===== config.mk =====
export PLATFORM = sky130hd
export DESIGN_NAME = gregorian_days_between_dates_core
export DESIGN_NICKNAME = d
export VERILOG_FILES = /design/src/rtl/gdbd_pkg.sv /design/src/rtl/gdbd_date.sv /design/src/rtl/gdbd_age.sv /design/src/rtl/gregorian_days_between_dates_core.sv
export SDC_FILE = /design/constraint.sdc
export NUM_CORES = 2
export LEC_CHECK = 0
export ABC_AREA = 1
export BUFFER_PORTS_ARGS = -buffer_cell sky130_fd_sc_hd__buf_2
export CAP_MARGIN = 20
export CORE_AREA = 2 2 497 499
export CTS_BUF_LIST = sky130_fd_sc_hd__clkbuf_2 sky130_fd_sc_hd__clkbuf_4 sky130_fd_sc_hd__clkbuf_8
export DETAILED_ROUTE_END_ITERATION = 8
export DIE_AREA = 0 0 499 501
export PLACE_DENSITY_LB_ADDON = 0.1
export SYNTH_ARGS = -nofsm -noshare
export SYNTH_HDL_FRONTEND = slang
export SYNTH_SLANG_ARGS = --single-unit

===== constraint.sdc =====
create_clock -name clk -period 27 [get_ports clk]
set_clock_uncertainty 0.05 [all_clocks]
set_input_delay 4.05 -clock clk [delete_from_list [all_inputs] [get_ports clk]]
set_output_delay 4.05 -clock clk [all_outputs]
set_load 0.01 [all_outputs]

===== src/rtl/gdbd_pkg.sv =====
// Shared widths, codes, calendar tables and constant-divide helpers for the day counter.
`default_nettype none
package gdbd_pkg;

	localparam int unsigned MAX_YEAR_DEF = 9999;

	localparam int DAY_W   = 5;
	localparam int MONTH_W = 4;
	localparam int YEAR_W  = 14;
	localparam int YCMP_W  = 17;
	localparam int DN_W    = 23;
	localparam int YDAY_W  = 9;
	localparam int Q100_W  = 8;
	localparam int CNT_W   = 22;
	localparam int AGEY_W  = 14;
	localparam int AGEM_W  = 4;
	localparam int AGED_W  = 5;
	localparam int STAT_W  = 2;

	localparam logic [CNT_W-1:0] COUNT_MAX = {CNT_W{1'b1}};

	localparam logic [12:0] RECIP_100  = 13'd5243;
	localparam int          SHIFT_100  = 19;
	localparam logic [22:0] RECIP_365  = 23'd5883517;
	localparam int          SHIFT_365  = 31;
	localparam logic [9:0]  RECIP_30   = 10'd547;
	localparam int          SHIFT_30   = 14;

	localparam int unsigned MONTH_FEB = 2;
	localparam int unsigned MONTH_DEC = 12;

	typedef enum logic [STAT_W-1:0] {
		STATUS_OK      = 2'd0,
		STATUS_ORDER   = 2'd1,
		STATUS_INVALID = 2'd2
	} status_t;

	function automatic logic [YDAY_W-1:0] days_before(input logic [MONTH_W-1:0] m);
		logic [YDAY_W-1:0] r;
		case (m)
			4'd1:    r = 9'd0;
			4'd2:    r = 9'd31;
			4'd3:    r = 9'd59;
			4'd4:    r = 9'd90;
			4'd5:    r = 9'd120;
			4'd6:    r = 9'd151;
			4'd7:    r = 9'd181;
			4'd8:    r = 9'd212;
			4'd9:    r = 9'd243;
			4'd10:   r = 9'd273;
			4'd11:   r = 9'd304;
			4'd12:   r = 9'd334;
			default: r = 9'd0;
		endcase
		return r;
	endfunction

	function automatic logic [DAY_W-1:0] month_len(input logic [MONTH_W-1:0] m,
			input logic leap);
		logic [DAY_W-1:0] r;
		case (m)
			4'd2:    r = leap ? 5'd29 : 5'd28;
			4'd4, 4'd6, 4'd9, 4'd11: r = 5'd30;
			default: r = 5'd31;
		endcase
		return r;
	endfunction

	function automatic logic [Q100_W-1:0] div100(input logic [YEAR_W-1:0] x);
		logic [YEAR_W+12:0] p;
		p = {13'd0, x} * {{YEAR_W{1'b0}}, RECIP_100};
		return p[SHIFT_100 +: Q100_W];
	endfunction

endpackage
`default_nettype wire


===== src/rtl/gdbd_date.sv =====
// Three-stage date unit: validity check, leap year and day number since 1 January of year 1.
`default_nettype none
module gdbd_date import gdbd_pkg::*; #(
	parameter int unsigned MAX_YEAR = MAX_YEAR_DEF
) (
	input  wire logic               clk,
	input  wire logic               en,
	input  wire logic [DAY_W-1:0]   day,
	input  wire logic [MONTH_W-1:0] month,
	input  wire logic [YEAR_W-1:0]  year,
	output logic                    ok,
	output logic [DN_W-1:0]         day_num
);

	logic [DAY_W-1:0]   d_s1;
	logic [MONTH_W-1:0] m_s1;
	logic [YEAR_W-1:0]  y_s1;
	logic [YEAR_W-1:0]  a_s1;
	logic [Q100_W-1:0]  qa100_s1;
	logic [Q100_W-1:0]  qa400_s1;
	logic [Q100_W-1:0]  qy100_s1;

	logic               ok_s2;
	logic [YDAY_W-1:0]  yday_s2;
	logic [DN_W-1:0]    ybase_s2;

	logic               ok_s3;
	logic [DN_W-1:0]    dn_s3;

	logic [YEAR_W-1:0]  a_in;
	logic [YEAR_W-1:0]  ry;
	logic               leap;
	logic [DAY_W-1:0]   len;
	logic               valid_date;
	logic [YDAY_W-1:0]  yday;
	logic [DN_W-1:0]    ybase;

	assign a_in = year - 14'd1;

	always_ff @(posedge clk) begin
		if (en) begin
			d_s1     <= day;
			m_s1     <= month;
			y_s1     <= year;
			a_s1     <= a_in;
			qa100_s1 <= div100(a_in);
			qa400_s1 <= div100({2'b00, a_in[YEAR_W-1:2]});
			qy100_s1 <= div100(year);
		end
	end

	always_comb begin
		ry   = y_s1 - YEAR_W'({6'd0, qy100_s1} * 14'd100);
		leap = ((y_s1[1:0] == 2'b00) && (ry != '0)) ||
			((ry == '0) && (qy100_s1[1:0] == 2'b00));
		len  = month_len(m_s1, leap);
		valid_date = (y_s1 != '0) &&
			({{(YCMP_W-YEAR_W){1'b0}}, y_s1} <= YCMP_W'(MAX_YEAR)) &&
			(m_s1 >= 4'd1) && (m_s1 <= MONTH_W'(MONTH_DEC)) &&
			(d_s1 >= 5'd1) && (d_s1 <= len);
		yday = days_before(m_s1) + YDAY_W'(d_s1 - 5'd1) +
			YDAY_W'((m_s1 > MONTH_W'(MONTH_FEB)) && leap);
		ybase = DN_W'({9'd0, a_s1} * 23'd365) + DN_W'(a_s1[YEAR_W-1:2]) -
			DN_W'(qa100_s1) + DN_W'(qa400_s1);
	end

	always_ff @(posedge clk) begin
		if (en) begin
			ok_s2    <= valid_date;
			yday_s2  <= yday;
			ybase_s2 <= ybase;
		end
	end

	always_ff @(posedge clk) begin
		if (en) begin
			ok_s3 <= ok_s2;
			dn_s3 <= ybase_s2 + DN_W'(yday_s2);
		end
	end

	assign ok      = ok_s3;
	assign day_num = dn_s3;

endmodule
`default_nettype wire


===== src/rtl/gdbd_age.sv =====
// Five-stage split of the day count into years, months and days by constant reciprocals.
`default_nettype none
module gdbd_age import gdbd_pkg::*; (
	input  wire logic              clk,
	input  wire logic              en,
	input  wire logic [DN_W-1:0]   diff,
	input  wire status_t           stat_in,
	output logic [CNT_W-1:0]       day_count,
	output logic [AGEY_W-1:0]      age_years,
	output logic [AGEM_W-1:0]      age_months,
	output logic [AGED_W-1:0]      age_days,
	output status_t                stat_out
);

	logic [CNT_W-1:0]  cnt_s5, cnt_s6, cnt_s7, cnt_s8, cnt_s9;
	status_t           st_s5, st_s6, st_s7, st_s8, st_s9;
	logic [AGEY_W-1:0] yr_s6, yr_s7, yr_s8, yr_s9;
	logic [YDAY_W-1:0] rem_s7, rem_s8;
	logic [AGEM_W-1:0] mo_s8, mo_s9;
	logic [AGED_W-1:0] dy_s9;

	logic [CNT_W+22:0]   prod365;
	logic [YDAY_W+9:0]   prod30;

	assign prod365 = {23'd0, cnt_s5} * {{CNT_W{1'b0}}, RECIP_365};
	assign prod30  = {10'd0, rem_s7} * {{YDAY_W{1'b0}}, RECIP_30};

	always_ff @(posedge clk) begin
		if (en) begin
			cnt_s5 <= diff[DN_W-1] ? COUNT_MAX : diff[CNT_W-1:0];
			st_s5  <= stat_in;

			cnt_s6 <= cnt_s5;
			st_s6  <= st_s5;
			yr_s6  <= prod365[SHIFT_365 +: AGEY_W];

			cnt_s7 <= cnt_s6;
			st_s7  <= st_s6;
			yr_s7  <= yr_s6;
			rem_s7 <= YDAY_W'(cnt_s6 - CNT_W'({8'd0, yr_s6} * 22'd365));

			cnt_s8 <= cnt_s7;
			st_s8  <= st_s7;
			yr_s8  <= yr_s7;
			rem_s8 <= rem_s7;
			mo_s8  <= prod30[SHIFT_30 +: AGEM_W];

			cnt_s9 <= cnt_s8;
			st_s9  <= st_s8;
			yr_s9  <= yr_s8;
			mo_s9  <= mo_s8;
			dy_s9  <= AGED_W'(rem_s8 - YDAY_W'({5'd0, mo_s8} * 9'd30));
		end
	end

	assign day_count  = cnt_s9;
	assign age_years  = yr_s9;
	assign age_months = mo_s9;
	assign age_days   = dy_s9;
	assign stat_out   = st_s9;

endmodule
`default_nettype wire


===== src/rtl/gregorian_days_between_dates_core.sv =====
// Top level: Gregorian days between two dates with rough age split, nine-stage pipeline.
//
//  channel | valid     | ready     | payload
//  --------+-----------+-----------+---------------------------------------------------
//  input   | in_valid  | in_ready  | start_day/month/year, end_day/month/year
//  output  | out_valid | out_ready | day_count, age_years, age_months, age_days, status
//
//  Nine register stages: three in each date unit, one for compare and subtract,
//  five in the age split, the last of which drives out_valid. One transfer per cycle
//  is taken unless the output stalls; the depth is set by the constant multiplies.
//  Reset clears the stage valid bits only; no clearing pass is needed.
//  When the last stage holds a result that is not taken, the whole pipeline holds.
`default_nettype none
module gregorian_days_between_dates_core import gdbd_pkg::*; #(
	parameter int unsigned MAX_YEAR = MAX_YEAR_DEF
) (
	input  wire logic               clk,
	input  wire logic               arst_n,
	input  wire logic               in_valid,
	output logic                    in_ready,
	input  wire logic [DAY_W-1:0]   start_day,
	input  wire logic [MONTH_W-1:0] start_month,
	input  wire logic [YEAR_W-1:0]  start_year,
	input  wire logic [DAY_W-1:0]   end_day,
	input  wire logic [MONTH_W-1:0] end_month,
	input  wire logic [YEAR_W-1:0]  end_year,
	output logic                    out_valid,
	input  wire logic               out_ready,
	output logic [CNT_W-1:0]        day_count,
	output logic [AGEY_W-1:0]       age_years,
	output logic [AGEM_W-1:0]       age_months,
	output logic [AGED_W-1:0]       age_days,
	output logic [STAT_W-1:0]       status
);

	localparam int NSTAGE = 9;

	logic [NSTAGE-1:0] vld_q;
	logic              en;

	logic              ok_a, ok_b;
	logic [DN_W-1:0]   dn_a, dn_b;

	logic [DN_W-1:0]   diff_s4;
	status_t           st_s4;
	status_t           st_out;

	assign en       = !vld_q[NSTAGE-1] || out_ready;
	assign in_ready = en;

	always_ff @(posedge clk or negedge arst_n) begin
		if (!arst_n) begin
			vld_q <= '0;
		end else if (en) begin
			vld_q <= {vld_q[NSTAGE-2:0], in_valid};
		end
	end

	gdbd_date #(.MAX_YEAR(MAX_YEAR)) u_date_start (
		.clk     (clk),
		.en      (en),
		.day     (start_day),
		.month   (start_month),
		.year    (start_year),
		.ok      (ok_a),
		.day_num (dn_a)
	);

	gdbd_date #(.MAX_YEAR(MAX_YEAR)) u_date_end (
		.clk     (clk),
		.en      (en),
		.day     (end_day),
		.month   (end_month),
		.year    (end_year),
		.ok      (ok_b),
		.day_num (dn_b)
	);

	always_ff @(posedge clk) begin
		if (en) begin
			if (!(ok_a && ok_b)) begin
				st_s4   <= STATUS_INVALID;
				diff_s4 <= '0;
			end else if (dn_b < dn_a) begin
				st_s4   <= STATUS_ORDER;
				diff_s4 <= '0;
			end else begin
				st_s4   <= STATUS_OK;
				diff_s4 <= dn_b - dn_a;
			end
		end
	end

	gdbd_age u_age (
		.clk        (clk),
		.en         (en),
		.diff       (diff_s4),
		.stat_in    (st_s4),
		.day_count  (day_count),
		.age_years  (age_years),
		.age_months (age_months),
		.age_days   (age_days),
		.stat_out   (st_out)
	);

	assign status    = st_out;
	assign out_valid = vld_q[NSTAGE-1];

endmodule
`default_nettype wire


==> impl_metrics.ini <==
[synthesis]
async_flop_share_pct = 1.848
synth_mux_area_share_pct = 0.01850
ys_ff_latch = 487
avgSynthCellArea_um2 = 9.740
synth_cell_type_count = 51
synth_edf_count = 460
yosys_warnings = 0
synth.cell_area_um2 = 60870
synthSimpleGateAreaFrac_pct = 9.398
synth_cells = 6249
synthXorXnorAreaFrac_pct = 3.684
yosysSeqAreaShare_pct = 23.66
syn_nets = 8163
ys.flop_type = edfxtp_1
synth_compound_area_share_pct = 5.717
synth_top_family_by_area = adder cells
synth_adder_area_share_pct = 47.21

[clock_network]
cts.sinks = 487
cts_resized = 0
cts_max_path_buffers = 3
clk_pin_slew_ps = 60
clock_latency_ps = 850
cts_setup_buffers = 0
cts_tree = built
htreeDepth = 3
ctsHoldBuffers = 0
tritoncts.num_buffers = 101
cts.root.buffer_cell = clkbuf_8

[sta]
fin_ws_ps = 16860
fin_crit_sh_pct = 37.55
setup_viol = 0
period_minus_slack_ps = 10140
fin_tns_setup_ps = 0
slew_headroom_pct = 33.51
hold_slack_ps = 345.7
rsz0062_at_grt = false
worst_pin_slew_ps = 986.9
finalHoldViolCount = 0
max_freq_ghz = 0.09864
maxSlewViolCount = 0

[place]
place_inst = 9580
post-place-ws_ps = 15950
io_buffers = 98
gp_congestion = 0.8297
post-dp-hpwl_mm = 137.4

[global_routing]
grt.total_usage_pct = 12.98
grt_max_degree = 135
antenna_found_initial = 14
grt_pass1_wl_mm = 253.5
gr-total-overflow = 0
grt_pass1_vias = 44540

[routing]
drt-wirelength-per-cell_um = 16.16
wirelength_mm = 157.9
post-route-drc-count = 0
firstDrtPassIters = 4
vias = 40250
viasPerCell = 4.118
drt_iter0_drc = 1316
antenna_left = 0

[floorplanning]
core_area_um2 = 244800
fp.dieW_um = 499
start_util_pct = 24.86
die_area_um2 = 250000
ios = 99
die_y_um = 501
row_count = 182

[layout]
final_common_cell = inv_1
drive_above_1_share_pct = 5.223
nets = 8377
syn2layout_area_growth_pct = 11.23
final_cell_mix = inv_1 (1661), ha_1 (1143), fa_1 (721), nand2_1 (706), edfxtp_1 (460)
stdcell_count = 9773

[outcome]
status = complete, no violations

[setup_path]
cp_common_cell = nand2_1
cp-start-kind = input pin
max_stage_delay_ps = 600
critPathSlowestCell = fa_1
worstPathRequired_ps = 27530
setup.worst_path.class = in -> reg
cp_max_fo = 9
cpLargestDelayFamily = adder cells
critPathCaptureType = register
cp.buffers_inverters = 5
worstPathArrival_ps = 10670

[job]
maxCapViolations = 0

[min_path]
hp-class = reg -> reg
==> worst register-to-register path: stages, from the launching register on <==
cell and delay, ps:
edfxtp_1 760, inv_1 110, ha_1 370, inv_1 100, fa_1 590, inv_1 80
fa_1 570, fa_1 550, fa_1 560, inv_1 60, fa_1 530, inv_1 50
fa_1 530, inv_1 40, ha_1 320, nand2_1 70, nand2_1 80, a31oi_1 320
nand2_1 80, o21ai_0 360, nand3_1 210, xor2_1 180
==> area by class of cell <==
cell class	count	area (µm²)
Antenna cell	5	12.51
Clock buffer	123	1580
Clock inverter	65	579.3
Fill cell	26090	177100
Inverter	1662	6238
Multi-Input combinational cell	4093	40210
Sequential cell	487	14400
Tap cell	3220	4029
Timing Repair Buffer	118	653.1
==> path summary, 6_finish.rpt <==
kind,start,slack [ps],cells after the start,to
max,start_year[0],16860,27,u_date_start.qa400_s1[4]$_DFFE_PN_
min,u_age.cnt_s6[12]$_DFFE_PN_,350,0,u_age.cnt_s7[12]$_DFFE_PN_
max reg2reg,u_age.cnt_s5[14]$_SDFFCE_PP1N_,20210,21,u_age.yr_s6[12]$_DFFE_PN_
min reg2reg,u_age.cnt_s6[12]$_DFFE_PN_,350,0,u_age.cnt_s7[12]$_DFFE_PN_
max in group asynchronous,arst_n,23720,1,vld_q[7]$_DFFE_PN0N_
min in group asynchronous,arst_n,3000,1,vld_q[3]$_DFFE_PN0N_
==> kinds of logic (layout without fill, tap and decap cells) <==
group           count (synthesis)  count (layout)
other cells                     0               5
mux                             1               1
simple gates                 1350            1350
buf+inv                      1669            1968
xor+xnor                      256             256
flops                         487             487
compound gates                622             622
fa+ha+maj                    1864            1864
==> metrics by stage <==
step,util (%),cell area [µm²]
after CTS,27.65,67690
after global placement,26.77,65530
after detailed placement,26.77,65530
after global routing,27.66,67700
final,27.66,67700
after floorplan,-,60870
==> layer usage <==
layer	track usage [%]	vias up	wire length (µm)
li1	-	20290	-
met1	17.01	19390	74460
met2	22.61	397	76250
met3	1.993	152	4351
met4	2.402	18	2725
met5	0	-	109
==> registers in the layout, summed over array words and instances, names as in the netlist, 14 cells and up, named ones only <==
name / count
u_age.cnt_s8: 22
u_age.yr_s7: 14
u_date_start.ybase_s2: 23
u_age.age_years: 14
u_age.yr_s6: 14
u_age.cnt_s5: 22
u_date_end.ybase_s2: 23
u_date_end.a_s1: 14
u_age.cnt_s6: 22
diff_s4: 23
u_age.cnt_s7: 22
u_date_start.a_s1: 14
u_age.yr_s8: 14
u_age.day_count: 22
u_date_start.y_s1: 14
u_date_start.day_num: 23
u_date_end.day_num: 23
u_date_end.y_s1: 14
==> synth_stat cells, types with 11 or more instances <==
cell | count | share of area, %
ha_1 | 1143 | 23
o21ai_0 | 177 | 1.5
xnor2_1 | 75 | 1.1
or2_2 | 32 | 0.33
nor2_1 | 280 | 1.7
inv_1 | 1661 | 10
nand2_1 | 707 | 4.4
nor4_1 | 17 | 0.17
a31oi_1 | 16 | 0.16
fa_1 | 721 | 24
o21a_1 | 11 | 0.14
dfxtp_1 | 18 | 0.59
nand3_1 | 171 | 1.4
xor2_1 | 181 | 2.6
edfxtp_1 | 460 | 23
a211oi_1 | 11 | 0.14
a21o_1 | 29 | 0.36
o21bai_1 | 25 | 0.31
nor3_1 | 59 | 0.49
a21oi_1 | 298 | 2.5
nand4_1 | 63 | 0.65
Power is left out: the tool's default activity adds up to more than one toggle a clock period on the data nets, which glitch-free logic cannot reach.
